### config.mk
export PLATFORM = sky130hd
export DESIGN_NAME = deq_cell
export DESIGN_NICKNAME = d
export VERILOG_FILES = /design/src/rtl/deq_pkg.sv /design/src/rtl/deq_cell.sv
export SDC_FILE = /design/constraint.sdc
export NUM_CORES = 1
export LEC_CHECK = 0
export BUFFER_PORTS_ARGS = -buffer_cell sky130_fd_sc_hd__buf_2
export CORE_ASPECT_RATIO = 0.8
export CORE_MARGIN = 4
export CORE_UTILIZATION = 39
export CTS_CLUSTER_DIAMETER = 50
export DETAILED_ROUTE_END_ITERATION = 10
export PLACE_DENSITY = 0.79
export RECOVER_POWER = 100
export SYNTH_ARGS = -nofsm -noshare
export SYNTH_HDL_FRONTEND = slang
export SYNTH_SLANG_ARGS = --single-unit
### constraint.sdc
create_clock -name clk -period 2.6 [get_ports clk]
set_clock_uncertainty 0.2 [all_clocks]
set_input_delay 0.52 -clock clk [delete_from_list [all_inputs] [get_ports clk]]
set_output_delay 0.52 -clock clk [all_outputs]
set_load 0.1 [all_outputs]
### src/rtl/deq_pkg.sv
`timescale 1ns / 1ps
// ---------------------------------------------------------------------------
// deq_pkg: shared types and codes for the double-ended queue
// request and status codes, word width and the cell control bundle
// ---------------------------------------------------------------------------
package deq_pkg;

    localparam int WORD_W        = 32;
    localparam int REQ_W         = 3;
    localparam int STATUS_W      = 2;
    localparam int DEPTH_DEFAULT = 16;

    localparam logic [REQ_W-1:0] REQ_PUSH_FRONT = 3'd0;
    localparam logic [REQ_W-1:0] REQ_PUSH_BACK  = 3'd1;
    localparam logic [REQ_W-1:0] REQ_LIST       = 3'd2;
    localparam logic [REQ_W-1:0] REQ_DROP_FRONT = 3'd3;
    localparam logic [REQ_W-1:0] REQ_DROP_BACK  = 3'd4;

    localparam logic [STATUS_W-1:0] ST_DONE  = 2'd0;
    localparam logic [STATUS_W-1:0] ST_EMPTY = 2'd1;
    localparam logic [STATUS_W-1:0] ST_FULL  = 2'd2;
    localparam logic [STATUS_W-1:0] ST_ENTRY = 2'd3;

    typedef logic signed [WORD_W-1:0] word_t;

    // shift control broadcast to every cell
    typedef struct packed {
        logic shift_right;   // push front: every cell takes its left neighbor
        logic shift_left;    // drop front or listing: take right neighbor
        logic wrap;          // listing: tail cell takes the head word
        logic write_back;    // push back: cell at the fill position loads
    } cell_ctrl_t;

    // per-cell position flags
    typedef struct packed {
        logic at_tail;       // cell holds the back entry
        logic at_fill;       // cell is the first free slot
    } cell_pos_t;

endpackage

### src/rtl/deq_cell.sv
`timescale 1ns / 1ps
// ---------------------------------------------------------------------------
// deq_cell: one storage cell of the queue chain
// holds one word and takes a neighbor's word on shifts
// ---------------------------------------------------------------------------
module deq_cell
    import deq_pkg::*;
(
    input  logic       clk,
    input  cell_ctrl_t ctrl,
    input  cell_pos_t  pos,
    input  word_t      left_value,
    input  word_t      right_value,
    input  word_t      head_value,
    input  word_t      push_value,
    output word_t      value
);

    word_t value_reg;
    word_t value_next;

    always_comb
    begin
        value_next = value_reg;
        if (ctrl.shift_right)
        begin
            value_next = left_value;
        end
        else if (ctrl.shift_left)
        begin
            value_next = (ctrl.wrap && pos.at_tail) ? head_value : right_value;
        end
        else if (ctrl.write_back && pos.at_fill)
        begin
            value_next = push_value;
        end
    end

    always_ff @(posedge clk)
    begin
        value_reg <= value_next;
    end

    assign value = value_reg;

endmodule

==> reports/summary.txt <==
Avg Cell Area, Syn - 13.68 µm²
drt drc - 0
total grt overflow - 0
Pint - 993.0 µW
Post-CTS Setup Bufs - 0
fin cells - 372
WHS - 0.3516 ns
Slew @ Worst Pin - 1.215 ns
Max Slew Vio Count - 0
Pwr Total - 1.797 mW
WP data required - 2.38 ns
Die W - 88.28 µm
Initial DRC Count - 44
final worst-path cycle share - 0.8774
setup slack at placement - 0.03151 ns
Critical Path AT - 2.06 ns
share of cells above drive strength 1 - 0.5516
vias in the first global route - 1,753
Detailed Routing Iterations Pass 1 - 4
Fmax - 0.4383 GHz
initial antenna violation count - 0
WL met2 - 2796 µm
M1 WL - 2203 µm
cts repair resizes - 0
worst hold path class - in2reg
Netlist cell types - 14
Fin. Hold Viols - 0
num rows - 23
# IOs - 167
combinational power share - 0.438
Max IR drop VDD - 0.3217 mV
CP Class - in2reg
sw frac - 0.4474
fin nets - 444
DR top layer - met4
vias - 1,823
Initial Utilization - 0.4015
CTS Buffer Depth - 2
P_leak - 1.335 nW
Post-Syn Area - 2011 µm²
routed wl met3 - 733 µm
ANT cells - 0
largest net degree at the start of global routing - 35
WL/cell - 15.52 µm
ANT nets after route - 0
CTS sink cnt - 32
Clock power frac - 0.193
outcome - finished, final reports clean
CORE AREA - 5007 µm²
most frequent cells in the layout - buf_2 (132), clkbuf_1 (36), mux2i_1 (32), edfxtp_1 (32)
total CTS buffers - 5
placed cells - 364
Seq/Total Area, Yosys - 0.4779
Final Cell Area - 2831 µm²
drt via density - 4.901
final number of setup-violating endpoints - 0
IO Port Bufs - 166
switching power - 803.9 µW
clock-pin slew on the worst setup and hold paths - 0.06 ns
CP Capture Type - flip-flop
GP Congestion - 0.7207
fin util - 0.5655
final worst path period need - 2.281 ns
Global Route Usage Sum - 0.1723
CP Max Fanout - 32
Post-Route Setup TNS - 0 ns
setup slack after layout - 0.3187 ns
clk root buf - clkbuf_8
Max-Cap Viols - 0
die footprint - 6375 µm²
RSZ-0062 raised after global routing - false
hold depth - 3
Warnings, synthesis - 0
relative slew slack - 0.1936
Flop pwr share - 0.369
cts-stage hold buffer count - 0
routed wire length - 5772 µm
Layout area overhead - 40.82%
Setup crit start kind - input pin
CTS tree - done
commonest non-fill, non-tap cell in the layout - buf_2
wire length of the first global-routing pass - 8355 µm
max reg flops - 32
die height - 72.22 µm
synthesized instance count - 147
Area after DPL - 2799 µm²
CTS H-tree depth - 2
pwr/cell area - 634.6 nW/µm²
synthesis-stage register bit count - 32
Post-Synthesis Net Count - 282
layout make-up:
class                      instances  area, µm²
timing repair buffer             168      803.3
multi-input combinational        102      909.6
clock inverter                     1      3.754
tap                               62      77.57
clock buffer                       7      76.32
fill                             461       2176
sequential                        32      960.9
synth_stat cells, drive strengths merged:
| cell | n | area (µm²) |
|---|---|---|
| edfxtp | 32 | 960.9 |
| mux2i | 32 | 320.3 |
| o21ai | 32 | 160.2 |
| a22oi | 31 | 377.9 |
| buf | 13 | 135.1 |
| nand2 | 3 | 18.77 |
| a21oi | 1 | 5.000 |
| nand2b | 1 | 13.76 |
| nor2 | 1 | 11.26 |
| nor3b | 1 | 7.510 |
metal layers:
layer / GRT usage / up-vias
met2: 0.3062 / 101
met4: 0.04530 / 0
met1: 0.1952 / 806
met3: 0.06243 / 2
li1: - / 914
met5: 0 / -
path summary, 6_finish.rpt:
path / start / to / slack, ns
min: push_value[3] / value[3] / 0.35
max: ctrl[2] / value[16] / 0.32
critical path: stages:
cell and delay [ns]:
clkbuf_1 0.14, nor2_4 0.85, nand2_1 0.20, buf_4 0.34
cell families (layout without fill, tap and decap cells):
kind of cell	after synthesis	in the layout	synth area share
compound gates	64	64	0.2701
mux	32	32	0.1593
flops	32	32	0.4779
buf+inv	13	176	0.06721
simple gates	6	6	0.02551
power groups by stage:
stage,Clock [mW],Combinational [mW],Sequential (mW)
3_3_place_gp,0,0.810,0.669
2_1_floorplan,0,0.151,1.16
6_report,0.346,0.788,0.663
5_1_grt,0.391,0.824,0.668
3_5_place_dp,0,0.819,0.673
4_1_cts,0.362,0.819,0.662
Note: power is estimated with default switching activity, not from simulation.
